==> config.mk <==
export PLATFORM = sky130hd
export DESIGN_NAME = ps2_set1_scancode_decoder
export DESIGN_NICKNAME = d
export VERILOG_FILES = /design/src/ps2s1_pkg.sv /design/src/ps2_set1_scancode_decoder.sv
export SDC_FILE = /design/constraint.sdc
export NUM_CORES = 1
export LEC_CHECK = 0
export BUFFER_PORTS_ARGS = -buffer_cell sky130_fd_sc_hd__buf_2
export CAP_MARGIN = 20
export CORE_ASPECT_RATIO = 0.8
export CORE_MARGIN = 2
export CORE_UTILIZATION = 50
export CTS_CLUSTER_SIZE = 12
export DETAILED_ROUTE_END_ITERATION = 10
export GPL_ROUTABILITY_DRIVEN = 0
export PLACE_DENSITY = 0.72
export SKIP_LAST_GASP = 1
export SYNTH_ARGS = -nofsm -noshare
export SYNTH_HDL_FRONTEND = slang
export SYNTH_SLANG_ARGS = --single-unit
==> constraint.sdc <==
create_clock -name clk -period 3.85 [get_ports clk]
set_clock_uncertainty 0.15 [all_clocks]
set_input_delay 1.155 -clock clk [delete_from_list [all_inputs] [get_ports clk]]
set_output_delay 1.155 -clock clk [all_outputs]
set_load 0.01 [all_outputs]
==> src/ps2s1_pkg.sv <==
// shared constants, key kinds and character tables for the set 1 scancode decoder
`default_nettype none
package ps2s1_pkg;

	typedef logic [7:0] code_t;
	typedef logic [3:0] kind_t;
	typedef logic [6:0] char_t;

	localparam int TABLE_LEN = 58;

	localparam code_t CODE_EXT_PREFIX = 8'hE0;
	localparam code_t CODE_LSHIFT     = 8'h2A;
	localparam code_t CODE_RSHIFT     = 8'h36;
	localparam code_t CODE_CTRL       = 8'h1D;
	localparam code_t CODE_ALT        = 8'h38;
	localparam code_t CODE_ENTER      = 8'h1C;
	localparam code_t CODE_BACKSPACE  = 8'h0E;
	localparam code_t CODE_TAB        = 8'h0F;
	localparam code_t CODE_UP         = 8'h48;
	localparam code_t CODE_DOWN       = 8'h50;
	localparam code_t CODE_LEFT       = 8'h4B;
	localparam code_t CODE_RIGHT      = 8'h4D;
	localparam code_t CODE_HOME       = 8'h47;
	localparam code_t CODE_END        = 8'h4F;
	localparam code_t CODE_PGUP       = 8'h49;
	localparam code_t CODE_PGDN       = 8'h51;
	localparam code_t CODE_DELETE     = 8'h53;

	localparam kind_t KIND_CHAR      = 4'd0;
	localparam kind_t KIND_ENTER     = 4'd1;
	localparam kind_t KIND_BACKSPACE = 4'd2;
	localparam kind_t KIND_TAB       = 4'd3;
	localparam kind_t KIND_UP        = 4'd4;
	localparam kind_t KIND_DOWN      = 4'd5;
	localparam kind_t KIND_LEFT      = 4'd6;
	localparam kind_t KIND_RIGHT     = 4'd7;
	localparam kind_t KIND_HOME      = 4'd8;
	localparam kind_t KIND_END       = 4'd9;
	localparam kind_t KIND_PGUP      = 4'd10;
	localparam kind_t KIND_PGDN      = 4'd11;
	localparam kind_t KIND_DELETE    = 4'd12;

	localparam logic [7:0] CHAR_FIRST = 8'd32;
	localparam logic [7:0] CHAR_LAST  = 8'd126;

	// us layout, unshifted
	localparam logic [7:0] PLAIN_CHARS [TABLE_LEN] = '{
		8'h00, 8'd27, "1", "2", "3", "4", "5", "6", "7", "8", "9", "0", "-", "=", 8'h00,
		8'h09, "q", "w", "e", "r", "t", "y", "u", "i", "o", "p", "[", "]", 8'h0A, 8'h00,
		"a", "s", "d", "f", "g", "h", "j", "k", "l", ";", 8'h27, 8'h60, 8'h00, 8'h5C,
		"z", "x", "c", "v", "b", "n", "m", ",", ".", "/", 8'h00, "*", 8'h00, " "
	};

	// us layout, shifted
	localparam logic [7:0] SHIFTED_CHARS [TABLE_LEN] = '{
		8'h00, 8'd27, "!", "@", "#", "$", "%", "^", "&", "*", "(", ")", "_", "+", 8'h00,
		8'h09, "Q", "W", "E", "R", "T", "Y", "U", "I", "O", "P", "{", "}", 8'h0A, 8'h00,
		"A", "S", "D", "F", "G", "H", "J", "K", "L", ":", 8'h22, "~", 8'h00, "|",
		"Z", "X", "C", "V", "B", "N", "M", "<", ">", "?", 8'h00, "*", 8'h00, " "
	};

endpackage
`default_nettype wire

==> src/ps2_set1_scancode_decoder.sv <==
// ps/2 set 1 scancode decoder with modifier and extended-prefix tracking
// a transferred scancode is registered in stage 1 and its key event in stage 2 on the outputs
// throughput: one scancode per cycle unless held by a stalled event; a scancode with no event
// retires even while out is stalled; a stalled event only blocks the next scancode with an event
// reset clears the modifier bits, the extended flag and both valid flags
`default_nettype none
module ps2_set1_scancode_decoder (
	input  wire logic       clk,
	input  wire logic       arst_n,
	input  wire logic       in_valid,
	output logic            in_stall,
	input  wire logic [7:0] scan_code,
	output logic            out_valid,
	input  wire logic       out_stall,
	output logic [3:0]      key_kind,
	output logic [6:0]      ascii_char,
	output logic            shift_held,
	output logic            ctrl_held,
	output logic            alt_held
);

	logic                 valid_s1;
	ps2s1_pkg::code_t     code_s1;
	logic                 valid_s2;
	ps2s1_pkg::kind_t     kind_s2;
	ps2s1_pkg::char_t     char_s2;
	logic                 shift_s2;
	logic                 ctrl_s2;
	logic                 alt_s2;

	logic                 shift_q;
	logic                 ctrl_q;
	logic                 alt_q;
	logic                 ext_q;

	logic                 shift_d;
	logic                 ctrl_d;
	logic                 alt_d;
	logic                 ext_d;
	logic                 has_event;
	ps2s1_pkg::kind_t     kind_d;
	ps2s1_pkg::char_t     char_d;
	logic [7:0]           table_char;
	logic [6:0]           rel_code;

	logic                 out_free;
	logic                 retire_s1;
	logic                 load_s1;

	assign out_free  = !valid_s2 || !out_stall;
	assign retire_s1 = valid_s1 && (!has_event || out_free);
	assign in_stall  = valid_s1 && !retire_s1;
	assign load_s1   = in_valid && !in_stall;

	assign rel_code   = code_s1[6:0];
	assign table_char = shift_q ? ps2s1_pkg::SHIFTED_CHARS[code_s1[5:0]]
	                            : ps2s1_pkg::PLAIN_CHARS[code_s1[5:0]];

	// decode and next modifier state
	always_comb begin
		shift_d   = shift_q;
		ctrl_d    = ctrl_q;
		alt_d     = alt_q;
		ext_d     = ext_q;
		has_event = 1'b0;
		kind_d    = ps2s1_pkg::KIND_CHAR;
		char_d    = '0;
		if (code_s1 == ps2s1_pkg::CODE_EXT_PREFIX) begin
			ext_d = 1'b1;
		end else if (code_s1[7]) begin
			if (rel_code == ps2s1_pkg::CODE_LSHIFT[6:0] ||
			    rel_code == ps2s1_pkg::CODE_RSHIFT[6:0]) begin
				shift_d = 1'b0;
			end
			if (rel_code == ps2s1_pkg::CODE_CTRL[6:0]) begin
				ctrl_d = 1'b0;
			end
			if (rel_code == ps2s1_pkg::CODE_ALT[6:0]) begin
				alt_d = 1'b0;
			end
		end else if (code_s1 == ps2s1_pkg::CODE_LSHIFT ||
		             code_s1 == ps2s1_pkg::CODE_RSHIFT) begin
			shift_d = 1'b1;
		end else if (code_s1 == ps2s1_pkg::CODE_CTRL) begin
			ctrl_d = 1'b1;
		end else if (code_s1 == ps2s1_pkg::CODE_ALT) begin
			alt_d = 1'b1;
		end else if (ext_q) begin
			ext_d     = 1'b0;
			has_event = 1'b1;
			unique case (code_s1)
				ps2s1_pkg::CODE_UP:     kind_d = ps2s1_pkg::KIND_UP;
				ps2s1_pkg::CODE_DOWN:   kind_d = ps2s1_pkg::KIND_DOWN;
				ps2s1_pkg::CODE_LEFT:   kind_d = ps2s1_pkg::KIND_LEFT;
				ps2s1_pkg::CODE_RIGHT:  kind_d = ps2s1_pkg::KIND_RIGHT;
				ps2s1_pkg::CODE_HOME:   kind_d = ps2s1_pkg::KIND_HOME;
				ps2s1_pkg::CODE_END:    kind_d = ps2s1_pkg::KIND_END;
				ps2s1_pkg::CODE_PGUP:   kind_d = ps2s1_pkg::KIND_PGUP;
				ps2s1_pkg::CODE_PGDN:   kind_d = ps2s1_pkg::KIND_PGDN;
				ps2s1_pkg::CODE_DELETE: kind_d = ps2s1_pkg::KIND_DELETE;
				default:                has_event = 1'b0;
			endcase
		end else begin
			has_event = 1'b1;
			unique case (code_s1)
				ps2s1_pkg::CODE_ENTER:     kind_d = ps2s1_pkg::KIND_ENTER;
				ps2s1_pkg::CODE_BACKSPACE: kind_d = ps2s1_pkg::KIND_BACKSPACE;
				ps2s1_pkg::CODE_TAB:       kind_d = ps2s1_pkg::KIND_TAB;
				ps2s1_pkg::CODE_UP:        kind_d = ps2s1_pkg::KIND_UP;
				ps2s1_pkg::CODE_DOWN:      kind_d = ps2s1_pkg::KIND_DOWN;
				ps2s1_pkg::CODE_HOME:      kind_d = ps2s1_pkg::KIND_HOME;
				ps2s1_pkg::CODE_END:       kind_d = ps2s1_pkg::KIND_END;
				ps2s1_pkg::CODE_PGUP:      kind_d = ps2s1_pkg::KIND_PGUP;
				ps2s1_pkg::CODE_PGDN:      kind_d = ps2s1_pkg::KIND_PGDN;
				default: begin
					kind_d = ps2s1_pkg::KIND_CHAR;
					if (code_s1 < 8'(ps2s1_pkg::TABLE_LEN) &&
					    table_char >= ps2s1_pkg::CHAR_FIRST &&
					    table_char <= ps2s1_pkg::CHAR_LAST) begin
						char_d = table_char[6:0];
					end else begin
						has_event = 1'b0;
					end
				end
			endcase
		end
	end

	always_ff @(posedge clk or negedge arst_n) begin
		if (!arst_n) begin
			valid_s1 <= 1'b0;
			valid_s2 <= 1'b0;
			shift_q  <= 1'b0;
			ctrl_q   <= 1'b0;
			alt_q    <= 1'b0;
			ext_q    <= 1'b0;
		end else begin
			if (load_s1) begin
				valid_s1 <= 1'b1;
			end else if (retire_s1) begin
				valid_s1 <= 1'b0;
			end
			if (retire_s1 && has_event) begin
				valid_s2 <= 1'b1;
			end else if (!out_stall) begin
				valid_s2 <= 1'b0;
			end
			if (retire_s1) begin
				shift_q <= shift_d;
				ctrl_q  <= ctrl_d;
				alt_q   <= alt_d;
				ext_q   <= ext_d;
			end
		end
	end

	always_ff @(posedge clk) begin
		if (load_s1) begin
			code_s1 <= scan_code;
		end
		if (retire_s1 && has_event) begin
			kind_s2  <= kind_d;
			char_s2  <= char_d;
			shift_s2 <= shift_q;
			ctrl_s2  <= ctrl_q;
			alt_s2   <= alt_q;
		end
	end

	assign out_valid  = valid_s2;
	assign key_kind   = kind_s2;
	assign ascii_char = char_s2;
	assign shift_held = shift_s2;
	assign ctrl_held  = ctrl_s2;
	assign alt_held   = alt_s2;

endmodule
`default_nettype wire

==> results of run 1 <==
==> synth_stat cells, types with 4 or more instances <==
master / n / share of area (%)
edfxtp_1: 22 / 25
dfrtp_1: 6 / 5.7
ha_1: 12 / 5.7
o22ai_1: 4 / 0.95
nor2_1: 29 / 4.1
inv_1: 15 / 2.1
o21ai_0: 15 / 2.8
nor2b_1: 10 / 2.4
buf_4: 5 / 1.4
mux2_2: 4 / 1.7
o211ai_1: 5 / 1.4
nand2_1: 23 / 3.3
a31oi_1: 5 / 1.2
clkbuf_1: 10 / 1.4
or2_2: 4 / 0.95
nor4_1: 12 / 2.8
o31ai_1: 4 / 1.1
nand2b_1: 9 / 2.1
mux2i_1: 4 / 1.5
a21oi_1: 18 / 3.4
o221ai_1: 4 / 1.3
buf_2: 13 / 2.5
nor3_1: 4 / 0.76
nand3_1: 6 / 1.1
nand4_1: 5 / 1.2
==> sequential cells by signal, summed over array words and instances, names as in the netlist <==
| signal | cells |
|---|---|
| key_kind | 4 |
| ctrl_q | 1 |
| alt_q | 1 |
| alt_held | 1 |
| ascii_char | 7 |
| out_valid | 1 |
| valid_s1 | 1 |
| shift_q | 1 |
| ext_q | 1 |
| ctrl_held | 1 |
| shift_held | 1 |
| code_s1 | 8 |
==> kinds of logic after synthesis <==
| kind of cell | count (synthesis) |
|---|---|
| AO/OA/AOI/OAI | 88 |
| XOR/XNOR | 3 |
| adder cells (fa/ha/maj) | 12 |
| buffers and inverters | 46 |
| flip-flops | 28 |
| multiplexers | 10 |
| AND/OR/NAND/NOR | 123 |
==> layout make-up <==
type	count	area (um^2)
Clock inverter	1	30.0
Fill cell	386	1630
Clock buffer	3	41.3
Multi-Input combinational cell	236	1750
Tap cell	62	77.6
Sequential cell	28	811
Timing Repair Buffer	87	663
Inverter	16	68.8
==> worst paths after layout <==
kind / startpoint / endpoint / slack [ns] / cells after the start
max in group asynchronous: arst_n / out_valid / 2.86 / 1
worst min register to register: alt_q / alt_held / 0.31 / 0
min in group asynchronous: arst_n / ext_q / 0.54 / 1
worst max register to register: code_s1[0] / code_s1[0] / 0.47 / 10
worst min-delay path: alt_q / alt_held / 0.31 / 0
worst max-delay path: code_s1[0] / in_stall / -0.17 / 10
==> critical path, cell delays in order, from the launching register on <==
cell and delay, ns:
edfxtp_1 0.48, ha_4 0.27, buf_4 0.16, nor2b_1 0.33, o211ai_1 0.17, o311ai_2 0.12
a21oi_1 0.15, nand2b_4 0.17, nor4_4 0.36, o31ai_4 0.07, buf_2 0.15
==> where the power goes <==
group          switching [mW]  internal [mW]  leakage (nW)
registers              0.0256          0.343         0.285
clock network          0.0882          0.139        0.0357
logic                   0.176          0.153          1.01
==> per-layer routing <==
layer	global-route usage [%]	wire (um)	vias to the layer above
met4	5.64	155	0
met2	44.4	3750	208
met3	4.19	922	20
met5	0	0	-
li1	-	-	1300
met1	43.5	3540	1276
==> stage by stage <==
step / setup slack [ns] / area, um^2 / TNS [ns] / instances / power [mW]
floorplan: 0.00419 / 2720 / 0 / 310 / 0.550
global placement: -0.0893 / 3160 / -0.0893 / 421 / 0.654
detailed placement: -0.0539 / 3160 / -0.0539 / 421 / 0.657
CTS: -0.113 / 3440 / -0.113 / 433 / 0.915
global route: -0.309 / 3440 / -0.309 / 433 / 0.964
finish: -0.166 / 3440 / -0.166 / 433 / 0.925
==> timing repair <==
item,CTS,global route
pin swaps,10,0
resized for setup,26,1
endpoints found under the setup margin,1,1
gates cloned,1,0
buffers inserted,8,0
==> reports/qor.yml, run 1 <==
status: "complete, but fails checks"
violations: "negative setup slack"
hold_slack_ns: 0.312
hold_class: "reg -> reg"
async_flop_share_pct: 21.4
grt-ovfl-total: 0
final_layout_size_suffix_gt1_share_pct: 34.2
die_w_um: 85.3
synth_top_family_by_area: "simple AND/OR/NAND/NOR gates"
cts_inserted_buffers: 3
relSlewSlack_pct: 56.4
port_buffers: 27
synth_flop_cell: "edfxtp_1"
die_h_um: 69.1
final_nets: 396
path_max_fanout: 9
clock-sinks: 28
die-area_mm2: 0.00589
pwr_density_cell_mw_per_mm2: 269
finalCritPeriodShare_pct: 104
synth_mux_area_share_pct: 5.06
wl_per_cell_um: 19.3
worstPathArrival_ns: 2.71
synth_edf_count: 22
syn_nets: 334
dp_hpwl_um: 5800
coreArea_mm2: 0.00506
ys_ff_latch: 28
num_vias: 2804
finalSetupViolations: 1
timing.final.crit_period_ns: 4.02
tritoncts: "yes"
synthSimpleGateAreaFrac_pct: 25.6
track_usage_pct: 28.9
path_clk_slew_ns: 0.09
crit_type: "reg -> out"
required_ns: 2.54
grt_max_degree: 32
grt_pass1_vias: 2623
ant_nets: 0
synth_area_mm2: 0.00265
cts.root.buffer_cell: "clkbuf_8"
ys_warn_count: 0
viasPerCell: 6.48
final_common_cell: "buf_4"
synth_cell_types: 66
drv_cap: 0
layout_common_cells: "52 x buf_4, 29 x nor2_1, 27 x buf_2, 23 x nand2_1, 22 x edfxtp_1"
seq_area_frac_synth_pct: 30.6
synth-xor-area-share_pct: 0.993
synth_compound_area_share_pct: 23.5
antenna_found_initial: 0
post-route-util_pct: 67.9
report.final.slew_viol_count: 0
start_util_pct: 52.2
max_freq_ghz: 0.249
ctsHoldBuffers: 0
first_pass_iters: 7
drc: 0
synth_area_per_cell_um2: 8.54
vdd_drop_max_mv: 0.285
area_growth_pct: 29.9
tightest_slew_ns: 0.654
clk_latency_ns: 0.27
synth_cells: 310
timing.final.ws_setup_ns: -0.166
leakage_nw: 1.33
cts_max_level: 1
rsz0062_at_grt: "true"
row_count: 23
grt_pass1_wl_um: 13600
end_kind: "output port"
hold_viol: 0
antenna_cells: 0
routed_wl_um: 8360
io_pins: 28
cts.path.max_buffers: 2
synth_adder_area_share_pct: 5.67
drt-initial-drc-count: 514
worstSetupStartpointType: "register"
No activity file was read; power rests on OpenSTA's default activity.
==> run 2: changes to the inputs <==
--- a/config.mk
+++ b/config.mk
@@ -13,7 +13,7 @@
 export CTS_CLUSTER_SIZE = 12
 export DETAILED_ROUTE_END_ITERATION = 10
 export GPL_ROUTABILITY_DRIVEN = 0
-export PLACE_DENSITY = 0.72
+export PLACE_DENSITY_LB_ADDON = 0.12
 export SKIP_LAST_GASP = 1
 export SYNTH_ARGS = -nofsm -noshare
 export SYNTH_HDL_FRONTEND = slang
==> run 2 against run 1 <==
Sequential share of layout area shrank 3.3 points. Worst setup slack lost 0.096 ns. Sequential cell count is the same. Highest routed layer unchanged. Cell area grew 16%. Critical path depth grew 3. Worst hold slack lost 0.0032 ns. Global-route usage grew 1.8 points. Count of clock-buffer cells in the layout is the same. Clock power grew 2%. Final cell count grew 11%. Critical path type unchanged. Sequential power is essentially flat. The run still ends with negative setup slack left. First-iteration DRC count grew 26%.
==> reports/qor.yml, run 2 (synthesis gave the netlist of run 1 again) <==
first_pass_iters: 6  # -1
end_kind: "output port"
io_pins: 28  # unchanged
hold_class: "reg -> reg"
r2r_cells: 27  # +17
grt-ovfl-total: 0  # unchanged
timing.final.crit_period_ns: 4.11  # +0.0961 ns
required_ns: 2.54  # about the same
row_count: 23  # unchanged
top_register: "code_s1"
clk_latency_ns: 0.27  # about the same
finalSetupViolations: 2  # +1
port_buffers: 27  # unchanged
path_max_fanout: 3  # -6
r2r_slack_ns: -0.19  # -0.66 ns
r2r-end: "ext_q"
crit_type: "reg -> out"
track_usage_pct: 30.7  # +1.8 points
grt_pass1_vias: 2993  # +14%
start_util_pct: 52.2  # unchanged
drv_cap: 0  # unchanged
cts.path.max_buffers: 2  # unchanged
seq_area_um2: 811  # unchanged
layout_common_cells: "89 x buf_4, 27 x nor2_1, 27 x buf_2, 23 x nand2_1, 22 x edfxtp_1"
drt-initial-drc-count: 646  # +26%
num_vias: 3190  # +14%
violations: "negative setup slack"
crit_path_cell_trace: "buf_6 > buf_6 > buf_4 > ha_4 > mux2i_2 > o31ai_1 > o311ai_1 > buf_4 > nand4_1 > nand2b_4 > nor4_4 > o31ai_4 > buf_2"
ant_nets: 0  # unchanged
worstHoldStart: "alt_q"
pwr_density_cell_mw_per_mm2: 253  # -5.8%
coreArea_mm2: 0.00506  # unchanged
cts.root.buffer_cell: "clkbuf_8"
antenna_cells: 0  # unchanged
largest_reg_flops: 8  # unchanged
die-area_mm2: 0.00589  # unchanged
vdd_drop_max_mv: 0.229  # -20%
area_growth_pct: 51.2
wl_per_cell_um: 20.3  # +5.2%
final.fill_count: 280  # -27%
viasPerCell: 6.65  # +2.6%
grt_pass1_wl_um: 14600  # +7.6%
worstPathArrival_ns: 2.81  # +0.10 ns
status: "complete, but fails checks"
hold_end: "alt_held"
hold_viol: 0  # unchanged
r2r-start: "code_s1[0]"
cpMaxStageDelayCell: "edfxtp_1"
routed_wl_um: 9750  # +17%
multi_input_area_mm2: 0.00189  # +8.0%
die_h_um: 69.1  # unchanged
finalCritPeriodShare_pct: 107  # +2.5 points
die_w_um: 85.3  # unchanged
final_nets: 443  # +12%
tightest_slew_ns: 0.648  # -0.00584 ns
min_path_cells: 0  # unchanged
drc: 0  # unchanged
leakage_nw: 1.59  # +20%
antenna_found_initial: 0  # unchanged
report.final.slew_viol_count: 0  # unchanged
final_common_cell: "buf_4"
cts_inserted_buffers: 3  # unchanged
path_clk_slew_ns: 0.09  # about the same
rsz0062_at_grt: "true"
timing.final.ws_setup_ns: -0.262  # -0.0961 ns
finalPower_mw: 1.01  # +9.6%
dp_hpwl_um: 6140  # +5.8%
worstSetupStartpointType: "register"
clock-sinks: 28  # unchanged
cts_max_level: 1  # unchanged
slowest_delay_ns: 0.46  # -0.02 ns
final_layout_size_suffix_gt1_share_pct: 45.5  # +11 points
max_freq_ghz: 0.243  # -2.3%
grt_max_degree: 40  # +25%
relSlewSlack_pct: 56.8  # +0.39 points
tritoncts: "yes"
ctsHoldBuffers: 0  # unchanged
post-route-util_pct: 79.0  # +11 points
## run 2: cell count changes in the layout (fill, tap and decap cells not counted), moves of 3 or more
cell,delta
buf_4,+37
buf_6,+8
ha_4,+5
ha_2,-3
nor2b_1,-3
o21ai_0,-3
## run 2: repair_timing
| item | 4_1_cts | 5_1_grt |
|---|---|---|
| pin swaps | 22 | 4 |
| gates resized for setup | 58 | 11 |
| gates cloned | 1 | 0 |
| setup endpoints to repair | 1 | 2 |
| buffers inserted | 37 | 6 |
## run 2: metal layers
| metal | GRT usage (%) | part of all wire [%] |
|---|---|---|
| met1 | 42.3 | 38 |
| met3 | 7.43 | 13 |
| met4 | 7.94 | 3.8 |
| met5 | 0 | 0 |
| met2 | 48.4 | 45 |
## run 2: worst max path at each step
stage	endpoint	start	depth (start not counted)	slack, ns
global placement	in_stall	code_s1[0]	12	-0.07
floorplan	in_stall	code_s1[1]	12	0.004
global route	in_stall	code_s1[0]	13	-0.33
finish	in_stall	code_s1[0]	13	-0.26
detailed placement	in_stall	code_s1[0]	11	-0.04
CTS	in_stall	code_s1[0]	10	-0.1
## run 2: area by class of cell
type / count / share of cell area [%]
clock inverter: 1 / 0.750
multi-input combinational: 236 / 47.2
timing repair buffer: 134 / 26.8
tap: 62 / 1.94
clock buffer: 3 / 1.03
sequential: 28 / 20.3
inverter: 16 / 2.10
## run 2: through the flow
step | hold WS [ns] | cell area (um^2) | cells | TNS [ns] | setup slack (ns)
floorplan | 0.275 | 2720 | 310 | 0 | 0.00419
global placement | 0.282 | 3280 | 435 | -0.0671 | -0.0671
detailed placement | 0.290 | 3280 | 435 | -0.0368 | -0.0368
CTS | 0.313 | 3920 | 475 | -0.0992 | -0.0992
global route | 0.325 | 4000 | 480 | -0.643 | -0.325
finish | 0.309 | 4000 | 480 | -0.447 | -0.262
## run 2: power breakdown
group	total (mW)	internal, mW	switching (mW)	leakage, nW
logic	0.413	0.202	0.211	1.27
clock network	0.231	0.139	0.0922	0.0357
registers	0.369	0.343	0.0263	0.285
total	1.01	0.684	0.330	1.59
## run 2: critical path, delay by kind of cell, from the launching register on
kind,cells,cell delay [ns]
simple gates,3,0.46
compound gates,3,0.53
mux,1,0.18
flops,1,0.46
fa+ha+maj,1,0.16
buf+inv,5,0.73
==> run 3: changes to the inputs <==
==> constraint.sdc (replaced) <==
create_clock -name clk -period 3.85 [get_ports clk]
set_clock_uncertainty 0.15 [all_clocks]
set_input_delay 0.1925 -clock clk [delete_from_list [all_inputs] [get_ports clk]]
set_output_delay 0.1925 -clock clk [all_outputs]
set_load 0.01 [all_outputs]
==> run 3 against run 2 <==
Register-to-register slack improved by 0.48 ns. Die area did not move. Via count fell by 18%. Worst setup slack improved by 0.46 ns. Clock power barely moved. Utilization fell by 18 points. Critical path depth fell by 2. Worst hold slack got worse by 0.21 ns. Final cell count fell by 15%. Count of clock-buffer cells in the layout did not move. The run now ends clean. Routed wire length fell by 27%. First-iteration DRC count fell by 35%.
==> reports/qor.yml, run 3 (synthesis gave the netlist of run 1 again) <==
largest_reg_flops: 8  # unchanged
clockPowerShare_pct: 27.1  # +4.3 points
finalPower_mw: 0.860  # -15%
required_ns: 3.51  # +0.97 ns
grt-ovfl-total: 0  # unchanged
path_clk_slew_ns: 0.09  # about the same
crit_path_end: "in_stall"
finalSetupViolations: 0  # -2
r2r_cells: 10  # -63%
final_nets: 371  # -16%
row_count: 23  # unchanged
path_max_fanout: 13  # +10
r2r-end: "code_s1[4]"
combPwrFrac_pct: 30.2  # -11 points
layout_common_cells: "29 x nor2_1, 27 x buf_2, 24 x buf_4, 23 x nand2_1, 22 x edfxtp_1"
clock-sinks: 28  # unchanged
end_kind: "output port"
cts.path.max_buffers: 2  # unchanged
first_pass_iters: 5  # -1
relSlewSlack_pct: 61.6  # +4.8 points
dp_cells: 393  # -9.7%
grt_pass1_vias: 2273  # -24%
pwr_density_cell_mw_per_mm2: 280  # +11%
cp-startpoint: "code_s1[1]"
drc: 0  # unchanged
area_growth_pct: 16.1
viasPerCell: 6.44  # -3.1%
timing.final.crit_period_ns: 3.65  # -0.460 ns
power.net_switching_mw: 0.267  # -19%
die_h_um: 69.1  # unchanged
num_vias: 2627  # -18%
worstPathArrival_ns: 3.31  # +0.50 ns
rsz0062_at_grt: "false"
crit_type: "reg -> out"
ant_nets: 0  # unchanged
start_util_pct: 52.2  # unchanged
antenna_cells: 0  # unchanged
hold_viol: 0  # unchanged
cts.root.buffer_cell: "clkbuf_8"
report.final.slew_viol_count: 0  # unchanged
track_usage_pct: 24.3  # -6.4 points
vdd_drop_max_mv: 0.210  # -8.2%
leakage_nw: 1.15  # -28%
antenna_found_initial: 0  # unchanged
die_w_um: 85.3  # unchanged
postCtsSetupBuffers: 0  # -100%
r2r-start: "code_s1[1]"
instances_no_fill: 408  # -15%
cts_inserted_buffers: 3  # unchanged
finalCritPeriodShare_pct: 94.9  # -12 points
grt_max_degree: 53  # +33%
pwr-share-seq_pct: 42.7  # +6.3 points
tritoncts: "yes"
worstSetupStartpointType: "register"
tightest_slew_ns: 0.576  # -0.0723 ns
wl_per_cell_um: 17.5  # -14%
clk_latency_ns: 0.28  # about the same
drv_cap: 0  # unchanged
drt-initial-drc-count: 420  # -35%
hold_class: "in -> async"
final_layout_size_suffix_gt1_share_pct: 21.4  # -24 points
internal-power_mw: 0.593  # -13%
port_buffers: 27  # unchanged
status: "completed"
max_freq_ghz: 0.274  # +13%
final_common_cell: "nor2_1"
io_pins: 28  # unchanged
coreArea_mm2: 0.00506  # unchanged
dp_hpwl_um: 5270  # -14%
grt_pass1_wl_um: 11400  # -22%
routed_wl_um: 7150  # -27%
top_register: "code_s1"
post-route-util_pct: 60.7  # -18 points
cts_max_level: 1  # unchanged
setup_tns_ns: 0  # +0.447 ns
swShare_pct: 31.1  # -1.5 points
r2r_slack_ns: 0.29  # +0.48 ns
die-area_mm2: 0.00589  # unchanged
[run 3: changes by cell type in the layout (fill, tap and decap cells not counted), sizes merged]
cell         change
buf             -81
bufbuf           -1
clkinv           -1
dlygate4sd3     +10
inv              +1
[run 3: per-layer routing]
metal / GRT usage (%) / vias to the layer above / part of all wire, %
li1: - / 1244 / -
met1: 38.6 / 1205 / 46
met2: 34.4 / 162 / 42
met3: 2.99 / 16 / 9.8
met4: 7.05 / 0 / 2.0
met5: 0 / - / 0
[run 3: final cells by class]
| cell class | instances | area (um^2) |
|---|---|---|
| sequential | 28 | 811 |
| tap | 62 | 77.6 |
| fill | 441 | 1990 |
| clock buffer | 3 | 41.3 |
| multi-input combinational | 236 | 1620 |
| timing repair buffer | 62 | 435 |
| clock inverter | 1 | 30.0 |
| inverter | 16 | 60.1 |
[run 3: worst max-delay path, cell delays in order, from the launching register on]
cell	delay, ns
edfxtp_1	0.53
buf_4	0.25
ha_1	0.23
mux2_2	0.26
a221oi_1	0.28
a31oi_1	0.10
a2bb2oi_1	0.19
or3_1	0.34
nor4_2	0.37
buf_4	0.24
o31ai_1	0.09
buf_2	0.15
[run 3: power groups by stage]
stage	Clock, mW	Sequential [mW]	Combinational, mW
floorplan	0	0.362	0.181
global placement	0	0.373	0.247
detailed placement	0	0.373	0.244
CTS	0.235	0.367	0.253
global route	0.248	0.370	0.281
finish	0.233	0.368	0.260
[run 3: timing repair]
action / 4_1_cts / 5_1_grt
setup endpoints to repair: 0 / 8
hold buffers: 10 / 0
resized for setup: 0 / 2
endpoints found under the hold margin: 15 / 0
[run 3: worst min-delay path by stage]
stage / from / depth (start not counted) / end
after CTS: out_stall / 3 / out_valid
after floorplan: arst_n / 0 / alt_q
after global routing: arst_n / 2 / alt_q
final: arst_n / 2 / alt_q
after global placement: arst_n / 1 / ext_q
after detailed placement: arst_n / 1 / out_valid
[run 3: metrics by stage]
stage / hold WS, ns / setup slack (ns) / area, um^2
after floorplan: -0.253 / 0.0449 / 2650
after global placement: -0.125 / 0.153 / 2890
after detailed placement: -0.124 / 0.0425 / 2890
after CTS: 0.104 / 0.0187 / 3060
after global routing: 0.112 / 0.0386 / 3070
final: 0.101 / 0.198 / 3070
